[src/kf3d_pkg.sv]
// ----------------------------------------------------------------------------
// kf3d_pkg
// Shared constants and helpers for the 3-D constant-velocity Kalman filter.
// ----------------------------------------------------------------------------
package kf3d_pkg;

  // Default width of one estimate entry (signed, 16 fraction bits).
  localparam int unsigned DataWidthDef = 32;

  // Fraction bits of covariance, gains and configuration values.
  localparam int unsigned FracBits = 30;

  // Width of a configuration register and of the register index.
  localparam int unsigned CfgWidth = 30;
  localparam int unsigned CfgIdxWidth = 2;

  // Register indexes.
  localparam logic [CfgIdxWidth-1:0] RegTimeStep    = 2'd0;
  localparam logic [CfgIdxWidth-1:0] RegProcessNoise = 2'd1;
  localparam logic [CfgIdxWidth-1:0] RegMeasureNoise = 2'd2;

  // Register reset values.
  localparam logic [CfgWidth-1:0] TimeStepRst     = 30'd10737418;
  localparam logic [CfgWidth-1:0] ProcessNoiseRst = 30'd10737;
  localparam logic [CfgWidth-1:0] MeasureNoiseRst = 30'd107374;

  // One in Q2.30.
  localparam logic signed [31:0] OneQ30 = 32'sh4000_0000;

  // Saturate a 64-bit signed value to a signed range of the given width.
  function automatic logic signed [63:0] sat_w(input logic signed [63:0] v,
                                               input int unsigned bits);
    logic signed [63:0] hi;
    logic signed [63:0] lo;
    hi = (64'sd1 <<< (bits - 1)) - 64'sd1;
    lo = -hi - 64'sd1;
    if (v > hi) begin
      return hi;
    end else if (v < lo) begin
      return lo;
    end
    return v;
  endfunction

endpackage

[src/kf3d_mul.sv]
// ----------------------------------------------------------------------------
// kf3d_mul
// Shift-add multiplier: (a * b) >> 30, rounded half away from zero.
// ----------------------------------------------------------------------------
module kf3d_mul
  import kf3d_pkg::*;
#(
  parameter int unsigned AW = 33
) (
  input  logic                 clk_i,
  input  logic                 rst_ni,
  input  logic                 start_i,
  input  logic signed [AW-1:0] a_i,
  input  logic signed [31:0]   b_i,
  output logic                 done_o,
  output logic signed [AW+2:0] res_o
);

  localparam int unsigned PW = AW + 32;

  logic [AW-1:0] ua_q;
  logic [PW-1:0] prod_q;
  logic          neg_q;
  logic [4:0]    cnt_q;
  logic          busy_q;
  logic          done_q;

  logic [AW-1:0] ua_w;
  logic [31:0]   ub_w;
  logic [AW:0]   upper_w;
  logic [PW-1:0] rnd_w;
  logic [AW+2:0] mag_w;

  // Operand magnitudes.
  assign ua_w = a_i[AW-1] ? (~a_i + 1'b1) : a_i;
  assign ub_w = b_i[31] ? (~b_i + 1'b1) : b_i;

  // One partial product is added per cycle, low bit of b first.
  assign upper_w = {1'b0, prod_q[PW-1:32]} + (prod_q[0] ? {1'b0, ua_q} : '0);

  always_ff @(posedge clk_i or negedge rst_ni) begin
    if (!rst_ni) begin
      ua_q   <= '0;
      prod_q <= '0;
      neg_q  <= 1'b0;
      cnt_q  <= '0;
      busy_q <= 1'b0;
      done_q <= 1'b0;
    end else begin
      done_q <= !start_i && busy_q && (cnt_q == 5'd31);
      if (start_i) begin
        ua_q   <= ua_w;
        prod_q <= {{AW{1'b0}}, ub_w};
        neg_q  <= a_i[AW-1] ^ b_i[31];
        cnt_q  <= '0;
        busy_q <= 1'b1;
      end else if (busy_q) begin
        prod_q <= {upper_w, prod_q[31:1]};
        cnt_q  <= cnt_q + 5'd1;
        if (cnt_q == 5'd31) begin
          busy_q <= 1'b0;
        end
      end
    end
  end

  // Rounding, scaling and sign of the finished product.
  assign rnd_w  = prod_q + (PW'(1) << (FracBits - 1));
  assign mag_w  = (AW + 3)'(rnd_w >> FracBits);
  assign res_o  = neg_q ? -$signed(mag_w) : $signed(mag_w);
  assign done_o = done_q;

endmodule

[src/kf3d_div.sv]
// ----------------------------------------------------------------------------
// kf3d_div
// Restoring divider for the gain: (num * 2^30) / den, rounded, saturated.
// ----------------------------------------------------------------------------
module kf3d_div
  import kf3d_pkg::*;
(
  input  logic               clk_i,
  input  logic               rst_ni,
  input  logic               start_i,
  input  logic signed [31:0] num_i,
  input  logic signed [31:0] den_i,
  output logic               done_o,
  output logic signed [31:0] q_o
);

  logic [62:0] quo_q;
  logic [31:0] rem_q;
  logic [31:0] den_q;
  logic        neg_q;
  logic [5:0]  cnt_q;
  logic        busy_q;
  logic        done_q;

  logic [31:0] un_w;
  logic [62:0] n_w;
  logic [32:0] r2_w;
  logic        ge_w;

  // Numerator magnitude scaled by 2^30, plus half the divisor for rounding.
  assign un_w = num_i[31] ? (~num_i + 1'b1) : num_i;
  assign n_w  = {1'b0, un_w, 30'd0} + {32'd0, den_i[31:1]};

  // One quotient bit per cycle.
  assign r2_w = {rem_q, quo_q[62]};
  assign ge_w = r2_w >= {1'b0, den_q};

  always_ff @(posedge clk_i or negedge rst_ni) begin
    if (!rst_ni) begin
      quo_q  <= '0;
      rem_q  <= '0;
      den_q  <= '0;
      neg_q  <= 1'b0;
      cnt_q  <= '0;
      busy_q <= 1'b0;
      done_q <= 1'b0;
    end else begin
      done_q <= !start_i && busy_q && (cnt_q == 6'd62);
      if (start_i) begin
        quo_q  <= n_w;
        rem_q  <= '0;
        den_q  <= den_i;
        neg_q  <= num_i[31];
        cnt_q  <= '0;
        busy_q <= 1'b1;
      end else if (busy_q) begin
        rem_q  <= ge_w ? 32'(r2_w - {1'b0, den_q}) : r2_w[31:0];
        quo_q  <= {quo_q[61:0], ge_w};
        cnt_q  <= cnt_q + 6'd1;
        if (cnt_q == 6'd62) begin
          busy_q <= 1'b0;
        end
      end
    end
  end

  // Signed saturation of the quotient.
  always_comb begin
    if (neg_q) begin
      q_o = (quo_q > 63'h8000_0000) ? 32'sh8000_0000 : -$signed(quo_q[31:0]);
    end else begin
      q_o = (quo_q > 63'h7FFF_FFFF) ? 32'sh7FFF_FFFF : $signed(quo_q[31:0]);
    end
  end

  assign done_o = done_q;

endmodule

[src/kalman_filter_pos_vel_3d.sv]
// ----------------------------------------------------------------------------
// kalman_filter_pos_vel_3d
// Six-state constant-velocity Kalman filter on 3-D position measurements.
// ----------------------------------------------------------------------------
// Each item is one position measurement; each produces one item with the
// position and velocity estimate. The first item only initializes the state.
// Every later item runs predict and update for the three axes in turn on
// one shared shift-add multiplier (ten operations per axis) and one
// restoring divider for the two gains. The input is stalled while an item
// is in work; a finished item waits in the output register while the next
// item is taken.
module kalman_filter_pos_vel_3d
  import kf3d_pkg::*;
#(
  parameter int unsigned DATA_WIDTH = DataWidthDef
) (
  input  logic                       clk_i,
  input  logic                       rst_ni,
  input  logic                       cfg_we_i,
  input  logic [CfgIdxWidth-1:0]     cfg_idx_i,
  input  logic [CfgWidth-1:0]        cfg_data_i,
  input  logic                       in_valid_i,
  output logic                       in_stall_o,
  input  logic signed [31:0]         meas_x_i,
  input  logic signed [31:0]         meas_y_i,
  input  logic signed [31:0]         meas_z_i,
  output logic                       out_valid_o,
  input  logic                       out_stall_i,
  output logic signed [31:0]         pos_x_o,
  output logic signed [31:0]         pos_y_o,
  output logic signed [31:0]         pos_z_o,
  output logic signed [31:0]         vel_x_o,
  output logic signed [31:0]         vel_y_o,
  output logic signed [31:0]         vel_z_o
);

  localparam int unsigned DW = DATA_WIDTH;
  localparam int unsigned AW = ((DW > 32) ? DW : 32) + 1;
  localparam int unsigned RW = AW + 3;

  // Sequencer states.
  localparam logic [1:0] SIdle  = 2'd0;
  localparam logic [1:0] SIssue = 2'd1;
  localparam logic [1:0] SWait  = 2'd2;
  localparam logic [1:0] SOut   = 2'd3;

  // Steps within one axis.
  localparam logic [3:0] StEp  = 4'd0;
  localparam logic [3:0] StDvv = 4'd1;
  localparam logic [3:0] StA   = 4'd2;
  localparam logic [3:0] StPp  = 4'd3;
  localparam logic [3:0] StKp  = 4'd4;
  localparam logic [3:0] StKv  = 4'd5;
  localparam logic [3:0] StYp  = 4'd6;
  localparam logic [3:0] StYv  = 4'd7;
  localparam logic [3:0] StVp  = 4'd8;
  localparam logic [3:0] StVv  = 4'd9;
  localparam logic [3:0] StPpu = 4'd10;
  localparam logic [3:0] StPvu = 4'd11;

  logic [CfgWidth-1:0]     dt_q;
  logic [CfgWidth-1:0]     qn_q;
  logic [CfgWidth-1:0]     rn_q;

  logic [1:0]              state_q;
  logic [3:0]              step_q;
  logic [1:0]              axis_q;
  logic                    started_q;

  logic signed [31:0]      meas_q [3];
  logic signed [DW-1:0]    pos_q [3];
  logic signed [DW-1:0]    vel_q [3];
  logic signed [31:0]      pp_q [3];
  logic signed [31:0]      pv_q [3];
  logic signed [31:0]      vp_q [3];
  logic signed [31:0]      vv_q [3];

  logic signed [33:0]      dvv_q;
  logic signed [33:0]      a_q;
  logic signed [31:0]      s_q;
  logic signed [31:0]      kp_q;
  logic signed [31:0]      kv_q;
  logic signed [AW-1:0]    y_q;

  logic                    out_valid_q;
  logic signed [31:0]      out_q [6];

  logic signed [DW-1:0]    cur_pos;
  logic signed [DW-1:0]    cur_vel;
  logic signed [31:0]      cur_pp;
  logic signed [31:0]      cur_pv;
  logic signed [31:0]      cur_vp;
  logic signed [31:0]      cur_vv;

  logic                    in_acc;
  logic                    out_load;
  logic                    is_div;
  logic                    unit_done;
  logic                    last_axis;

  logic signed [63:0]      a64;
  logic signed [AW-1:0]    mul_a;
  logic signed [31:0]      mul_b;
  logic                    mul_start;
  logic                    mul_done;
  logic signed [RW-1:0]    mul_res;

  logic signed [31:0]      div_num;
  logic signed [31:0]      div_den;
  logic                    div_start;
  logic                    div_done;
  logic signed [31:0]      div_q;

  logic signed [63:0]      m64;
  logic signed [63:0]      s64;
  logic signed [63:0]      y64;
  logic signed [63:0]      pos_upd;
  logic signed [63:0]      vel_upd;
  logic signed [63:0]      pp_pred;
  logic signed [63:0]      pv_pred;
  logic signed [63:0]      vp_pred;
  logic signed [63:0]      vv_pred;
  logic signed [63:0]      pp_upd;
  logic signed [63:0]      pv_upd;
  logic signed [63:0]      vp_upd;
  logic signed [63:0]      vv_upd;
  logic signed [63:0]      ini [3];
  logic signed [63:0]      osat [6];

  // Per-axis working values.
  assign cur_pos = pos_q[axis_q];
  assign cur_vel = vel_q[axis_q];
  assign cur_pp  = pp_q[axis_q];
  assign cur_pv  = pv_q[axis_q];
  assign cur_vp  = vp_q[axis_q];
  assign cur_vv  = vv_q[axis_q];

  assign in_stall_o = (state_q != SIdle);
  assign in_acc     = in_valid_i && (state_q == SIdle);
  assign out_load   = (state_q == SOut) && (!out_valid_q || !out_stall_i);
  assign is_div     = (step_q == StKp) || (step_q == StKv);
  assign unit_done  = is_div ? div_done : mul_done;
  assign last_axis  = (axis_q == 2'd2);

  // Operand selection for the shared multiplier.
  always_comb begin
    a64   = 64'sd0;
    mul_b = 32'sd0;
    case (step_q)
      StEp: begin
        a64   = 64'(cur_vel);
        mul_b = $signed({2'b00, dt_q});
      end
      StDvv: begin
        a64   = 64'(cur_vv);
        mul_b = $signed({2'b00, dt_q});
      end
      StA: begin
        a64   = 64'(cur_pv) + 64'(cur_vp);
        mul_b = $signed({2'b00, dt_q});
      end
      StPp: begin
        a64   = 64'(dvv_q);
        mul_b = $signed({2'b00, dt_q});
      end
      StYp: begin
        a64   = y64;
        mul_b = kp_q;
      end
      StYv: begin
        a64   = 64'(y_q);
        mul_b = kv_q;
      end
      StVp: begin
        a64   = 64'(cur_pp);
        mul_b = kv_q;
      end
      StVv: begin
        a64   = 64'(cur_pv);
        mul_b = kv_q;
      end
      StPpu: begin
        a64   = 64'(cur_pp);
        mul_b = kp_q;
      end
      StPvu: begin
        a64   = 64'(cur_pv);
        mul_b = kp_q;
      end
      default: begin
        a64   = 64'sd0;
        mul_b = 32'sd0;
      end
    endcase
  end

  assign mul_a     = a64[AW-1:0];
  assign mul_start = (state_q == SIssue) && !is_div;

  // Gain divider operands; the first gain uses the fresh innovation variance.
  assign div_num   = (step_q == StKp) ? cur_pp : cur_vp;
  assign div_den   = (step_q == StKp) ? s64[31:0] : s_q;
  assign div_start = (state_q == SIssue) && is_div &&
                     ((step_q == StKv) || (s64 > 64'sd0));

  kf3d_mul #(
    .AW (AW)
  ) u_mul (
    .clk_i   (clk_i),
    .rst_ni  (rst_ni),
    .start_i (mul_start),
    .a_i     (mul_a),
    .b_i     (mul_b),
    .done_o  (mul_done),
    .res_o   (mul_res)
  );

  kf3d_div u_div (
    .clk_i   (clk_i),
    .rst_ni  (rst_ni),
    .start_i (div_start),
    .num_i   (div_num),
    .den_i   (div_den),
    .done_o  (div_done),
    .q_o     (div_q)
  );

  // Saturated results of each step.
  always_comb begin
    m64     = 64'(mul_res);
    s64     = sat_w(64'(cur_pp) + 64'(rn_q), 32);
    y64     = 64'(meas_q[axis_q]) - 64'(cur_pos);
    pos_upd = sat_w(64'(cur_pos) + m64, DW);
    vel_upd = sat_w(64'(cur_vel) + m64, DW);
    pp_pred = sat_w(64'(cur_pp) + 64'(a_q) + m64 + 64'(qn_q), 32);
    pv_pred = sat_w(64'(cur_pv) + 64'(dvv_q), 32);
    vp_pred = sat_w(64'(cur_vp) + 64'(dvv_q), 32);
    vv_pred = sat_w(64'(cur_vv) + 64'(qn_q), 32);
    pp_upd  = sat_w(64'(cur_pp) - m64, 32);
    pv_upd  = sat_w(64'(cur_pv) - m64, 32);
    vp_upd  = sat_w(64'(cur_vp) - m64, 32);
    vv_upd  = sat_w(64'(cur_vv) - m64, 32);
    ini[0]  = sat_w(64'(meas_x_i), DW);
    ini[1]  = sat_w(64'(meas_y_i), DW);
    ini[2]  = sat_w(64'(meas_z_i), DW);
    for (int k = 0; k < 3; k++) begin
      osat[k]     = sat_w(64'(pos_q[k]), 32);
      osat[k + 3] = sat_w(64'(vel_q[k]), 32);
    end
  end

  // Configuration registers.
  always_ff @(posedge clk_i or negedge rst_ni) begin
    if (!rst_ni) begin
      dt_q <= TimeStepRst;
      qn_q <= ProcessNoiseRst;
      rn_q <= MeasureNoiseRst;
    end else if (cfg_we_i) begin
      case (cfg_idx_i)
        RegTimeStep:     dt_q <= cfg_data_i;
        RegProcessNoise: qn_q <= cfg_data_i;
        RegMeasureNoise: rn_q <= cfg_data_i;
        default: ;
      endcase
    end
  end

  // Sequencer and filter state.
  always_ff @(posedge clk_i or negedge rst_ni) begin
    if (!rst_ni) begin
      state_q   <= SIdle;
      step_q    <= StEp;
      axis_q    <= 2'd0;
      started_q <= 1'b0;
      dvv_q     <= '0;
      a_q       <= '0;
      s_q       <= '0;
      kp_q      <= '0;
      kv_q      <= '0;
      y_q       <= '0;
      for (int k = 0; k < 3; k++) begin
        meas_q[k] <= '0;
        pos_q[k]  <= '0;
        vel_q[k]  <= '0;
        pp_q[k]   <= OneQ30;
        pv_q[k]   <= '0;
        vp_q[k]   <= '0;
        vv_q[k]   <= OneQ30;
      end
    end else begin
      case (state_q)
        SIdle: begin
          if (in_acc) begin
            meas_q[0] <= meas_x_i;
            meas_q[1] <= meas_y_i;
            meas_q[2] <= meas_z_i;
            axis_q    <= 2'd0;
            step_q    <= StEp;
            if (!started_q) begin
              // First item: take the position, clear velocity, set covariance to identity.
              for (int k = 0; k < 3; k++) begin
                pos_q[k] <= ini[k][DW-1:0];
                vel_q[k] <= '0;
                pp_q[k]  <= OneQ30;
                pv_q[k]  <= '0;
                vp_q[k]  <= '0;
                vv_q[k]  <= OneQ30;
              end
              started_q <= 1'b1;
              state_q   <= SOut;
            end else begin
              state_q <= SIssue;
            end
          end
        end
        SIssue: begin
          if (step_q == StKp) begin
            s_q <= s64[31:0];
            if (s64 > 64'sd0) begin
              state_q <= SWait;
            end else begin
              // Non-positive innovation variance: both gains are zero.
              kp_q   <= '0;
              kv_q   <= '0;
              step_q <= StYp;
            end
          end else begin
            if (step_q == StYp) begin
              y_q <= y64[AW-1:0];
            end
            state_q <= SWait;
          end
        end
        SWait: begin
          if (unit_done) begin
            case (step_q)
              StEp:  pos_q[axis_q] <= pos_upd[DW-1:0];
              StDvv: dvv_q <= m64[33:0];
              StA:   a_q <= m64[33:0];
              StPp: begin
                pp_q[axis_q] <= pp_pred[31:0];
                pv_q[axis_q] <= pv_pred[31:0];
                vp_q[axis_q] <= vp_pred[31:0];
                vv_q[axis_q] <= vv_pred[31:0];
              end
              StKp:  kp_q <= div_q;
              StKv:  kv_q <= div_q;
              StYp:  pos_q[axis_q] <= pos_upd[DW-1:0];
              StYv:  vel_q[axis_q] <= vel_upd[DW-1:0];
              StVp:  vp_q[axis_q] <= vp_upd[31:0];
              StVv:  vv_q[axis_q] <= vv_upd[31:0];
              StPpu: pp_q[axis_q] <= pp_upd[31:0];
              StPvu: pv_q[axis_q] <= pv_upd[31:0];
              default: ;
            endcase
            // The last step of an axis moves on to the next axis or out.
            if (step_q == StPvu) begin
              step_q  <= StEp;
              axis_q  <= last_axis ? 2'd0 : axis_q + 2'd1;
              state_q <= last_axis ? SOut : SIssue;
            end else begin
              step_q  <= step_q + 4'd1;
              state_q <= SIssue;
            end
          end
        end
        SOut: begin
          if (out_load) begin
            state_q <= SIdle;
          end
        end
        default: state_q <= SIdle;
      endcase
    end
  end

  // Output register: holds an item until it is taken.
  always_ff @(posedge clk_i or negedge rst_ni) begin
    if (!rst_ni) begin
      out_valid_q <= 1'b0;
      for (int k = 0; k < 6; k++) begin
        out_q[k] <= '0;
      end
    end else begin
      if (out_load) begin
        out_valid_q <= 1'b1;
        for (int k = 0; k < 6; k++) begin
          out_q[k] <= osat[k][31:0];
        end
      end else if (!out_stall_i) begin
        out_valid_q <= 1'b0;
      end
    end
  end

  assign out_valid_o = out_valid_q;
  assign pos_x_o     = out_q[0];
  assign pos_y_o     = out_q[1];
  assign pos_z_o     = out_q[2];
  assign vel_x_o     = out_q[3];
  assign vel_y_o     = out_q[4];
  assign vel_z_o     = out_q[5];

endmodule
[config.mk]
export PLATFORM = sky130hd
export DESIGN_NAME = kalman_filter_pos_vel_3d
export DESIGN_NICKNAME = d
export VERILOG_FILES = /design/src/kf3d_pkg.sv /design/src/kf3d_mul.sv /design/src/kf3d_div.sv /design/src/kalman_filter_pos_vel_3d.sv
export SDC_FILE = /design/constraint.sdc
export NUM_CORES = 2
export LEC_CHECK = 0
export BUFFER_PORTS_ARGS = -buffer_cell sky130_fd_sc_hd__buf_2
export CORE_MARGIN = 3
export CORE_UTILIZATION = 29
export CTS_BUF_LIST = sky130_fd_sc_hd__clkbuf_4 sky130_fd_sc_hd__clkbuf_8 sky130_fd_sc_hd__clkbuf_16
export CTS_CLUSTER_DIAMETER = 80
export DETAILED_ROUTE_END_ITERATION = 6
export HOLD_SLACK_MARGIN = 0.15
export PLACE_DENSITY = 0.47
export SYNTH_ARGS = -nofsm -noshare
export SYNTH_HDL_FRONTEND = slang
export SYNTH_SLANG_ARGS = --single-unit
[constraint.sdc]
create_clock -name clk_i -period 24 [get_ports clk_i]
set_input_delay 0 -clock clk_i [delete_from_list [all_inputs] [get_ports clk_i]]
set_output_delay 0 -clock clk_i [all_outputs]
set_load 0.05 [all_outputs]
==> run metrics <==
DP HPWL=356.5 mm; post-synthesis sequential area ratio=0.3525; global-route wire length before repair=670.1 mm; reg-to-reg endpoint=pp_q[75]; Req. time, crit path=24.80 ns; Ports=327; Syn-to-layout area delta=16.69%; Final min period=9.674 ns; vias in the first global route=90868; Max Clock Freq=103.4 MHz; PwrDens=149.5 mW/mm^2; Worst Clk Skew=0.09261 ns; routed vias=93385; H-Tree Level Count=4; Top FF cell, synth=dfrtp_1; Max VDD drop=0.0001093 V; die area=0.3509 mm^2; busiest layer in global routing=met2; Final Hold Viols=0; share of cells above drive strength 1=0.1451; most common library cell in the layout ignoring fill and taps=dfrtp_1; Reg2Reg Depth=21; total gr overflow=0; CTS tree=done; Routed Antenna Nets=0; CTS Buf Count=181; Worst R2R Start=axis_q[1]; outcome=finished with violations; syn avg cell area=8.981 um^2; asr flop ratio synth=1.000; Hold Crit Depth=3; max-slew violations=0; Setup Viol. Count Final=0; max_slew headroom=0.08721; Max Root-Sink Buffers=4; crit end category=flop; r2r setup slk=14.33 ns; worst skew pair latency=0.93 ns; failing checks=design-rule violations; Clock Sink Count=1403; Starting DRT DRC Count=9198; met1 usage=0.3430; Leakage=52.59 nW; Hold Path Class=primary input to flop; routing usage on met3=0.04612; clock-pin slew on the worst setup and hold paths=0.06 ns; Mapped Area=0.09971 mm^2; vias per cell=5.731; Die Wd=592.4 um; Core ar.=0.3411 mm^2; RSZ-0062 raised after global routing=false; transition time of the tightest slew-check pin=1.368 ns; Startpoint Class=flop; Worst EP arrival=10.48 ns; synth warn=0; post-CTS setup buffer count=0; # DRC=4; Sum Neg Setup Slack=0 ns; RD Place Congestion=0.9873; most frequent cells in the layout=1362 x dfrtp_1, 1165 x nand2_1, 1031 x o21ai_0; crit-path max FO=34; final core occ=0.3411; Initial Util=0.2923; Hold Path Origin=cfg_data_i[27]; largest net degree at the start of global routing=105; clk root buf=clkbuf_16; DR WL/cell=29.04 um; final worst-path cycle share=0.4031; max cap viols=0; post-layout net count=12343; Synth cell types=110; row count=214; Seq cells post-synth=1403; drt pass-1 iters=7; final wirelength=473.2 mm; Die Ht=592.4 um; Syn Inst Count=11103; total global-route track usage=0.2602; M2 GR Usage=0.4054; Worst Hold Path EP=rn_q[27]; WS Path Type=flop to flop; PortBufs=326; Post-synth EDFFs=0; number of antenna violations at the first check in global routing=46; Syn Nets=11843
-- routing by layer --
| layer | up-vias | share of wire |
|---|---|---|
| met5 | - | 0.00032 |
| met4 | 24 | 0.060 |
| met3 | 843 | 0.074 |
| met2 | 3862 | 0.44 |
| met1 | 46939 | 0.42 |
| li1 | 41717 | - |
-- cell type report --
class                   instances  area (um^2)
well taps                    4536         5675
diodes                         15        37.54
fillers                     35178       224800
repair buffers                900         6631
multi-input cells            8713        61240
flip-flops and latches       1403        35170
clock inverters                88        945.9
clock buffers                 235         5145
inverters                     404         1519
-- timing repair --
action | in CTS | in global routing
resized for setup | 0 | 0
hold buffers | 264 | 0
endpoints found under the hold margin | 672 | 0
-- registers in the layout (all words and copies together) (netlist names), 33 cells and up --
register	cells
pp_q	96
y_q	33
vv_q	96
pos_q	96
vp_q	96
u_mul.ua_q	33
pv_q	96
meas_q	96
u_div.quo_q	63
vel_q	96
a_q	34
u_mul.prod_q	65
dvv_q	34
-- synth_stat cells, types with 60 or more instances --
library cell,number,share of area
dfrtp_1,1367,0.34
nand2_1,1182,0.044
o21ai_0,1065,0.053
a21oi_1,691,0.035
nor2_1,652,0.025
ha_1,529,0.066
mux2_2,495,0.056
clkbuf_1,440,0.017
inv_1,399,0.015
mux2i_1,397,0.040
xnor2_1,373,0.033
a21o_1,266,0.020
nand3_1,201,0.010
xor2_1,192,0.017
and2_1,181,0.011
nor3_1,173,0.0087
o21a_1,145,0.011
a211oi_1,121,0.0091
o211ai_1,112,0.0084
and3_1,102,0.0064
nand4_1,102,0.0064
a221o_1,101,0.010
nand2b_1,99,0.0062
a31oi_1,98,0.0061
nor2b_1,92,0.0058
o31ai_1,90,0.0068
a22o_1,85,0.0075
or3_1,81,0.0051
fa_1,78,0.016
buf_2,69,0.0035
a22oi_1,67,0.0050
o21bai_1,65,0.0049
buf_1,60,0.0023
-- worst max-delay path, cell delays in order, from the launching register on --
cell and delay, ns:
dfrtp_4 0.90, buf_4 0.65, mux2i_1 0.26, a2bb2oi_1 0.74
inv_1 0.22, fa_1 0.43, fa_1 0.44, ha_1 0.26
fa_1 0.44, a211oi_1 0.29, o21ai_0 0.16, a31oi_1 0.35
o311ai_0 0.30, o31a_1 0.38, a211oi_1 0.86, nor2_1 0.27
a311oi_1 0.85, nor3_1 0.14, a31o_2 0.60, o221a_2 0.46
and2_0 0.18, a221o_1 0.34
-- metrics by stage --
stage / worst slack [ns] / hold slack (ns) / power [mW] / area, um^2 / std cells
2_1_floorplan: 15.96 / -0.2956 / 10.43 / 99710 / 11103
3_3_place_gp: 14.63 / 0.03644 / 14.20 / 107600 / 15691
3_5_place_dp: 14.44 / 0.03796 / 14.32 / 107600 / 15692
4_1_cts: 14.43 / 0.1585 / 17.28 / 116300 / 16279
5_1_grt: 13.85 / 0.1514 / 18.38 / 116300 / 16281
6_report: 14.33 / 0.1641 / 17.39 / 116400 / 16294
-- where the power goes --
group	internal, mW	leakage, nW	total [mW]	switching (mW)
combinational	3.64	31.2	11.0	7.36
clock	1.68	3.04	2.84	1.17
sequential	2.98	18.4	3.55	0.569
-- worst max-delay path by stage --
stage | slack (ns) | from | end
2_1_floorplan | 15.96 | axis_q[1] | u_mul.ua_q[29]
6_report | 14.33 | axis_q[1] | pp_q[75]
3_5_place_dp | 14.44 | axis_q[1] | pp_q[75]
5_1_grt | 13.85 | axis_q[1] | pp_q[6]
4_1_cts | 14.43 | axis_q[1] | pp_q[6]
3_3_place_gp | 14.63 | axis_q[1] | pp_q[9]
-- cell families (layout without fill, tap and decap cells) --
| kind of cell | Yosys count | count (layout) | share of synthesized area |
|---|---|---|---|
| buffers and inverters | 987 | 1627 | 0.03882 |
| other | 0 | 15 | 0 |
| adders and majority gates | 609 | 609 | 0.08224 |
| AOI/OAI and AO/OA | 3548 | 3548 | 0.2346 |
| and+or+nand+nor | 3099 | 3099 | 0.1464 |
| DFF | 1403 | 1403 | 0.3525 |
| muxes | 892 | 892 | 0.09575 |
| xor gates and xnor gates | 565 | 565 | 0.04963 |
No activity file was read; power rests on OpenSTA's default activity.
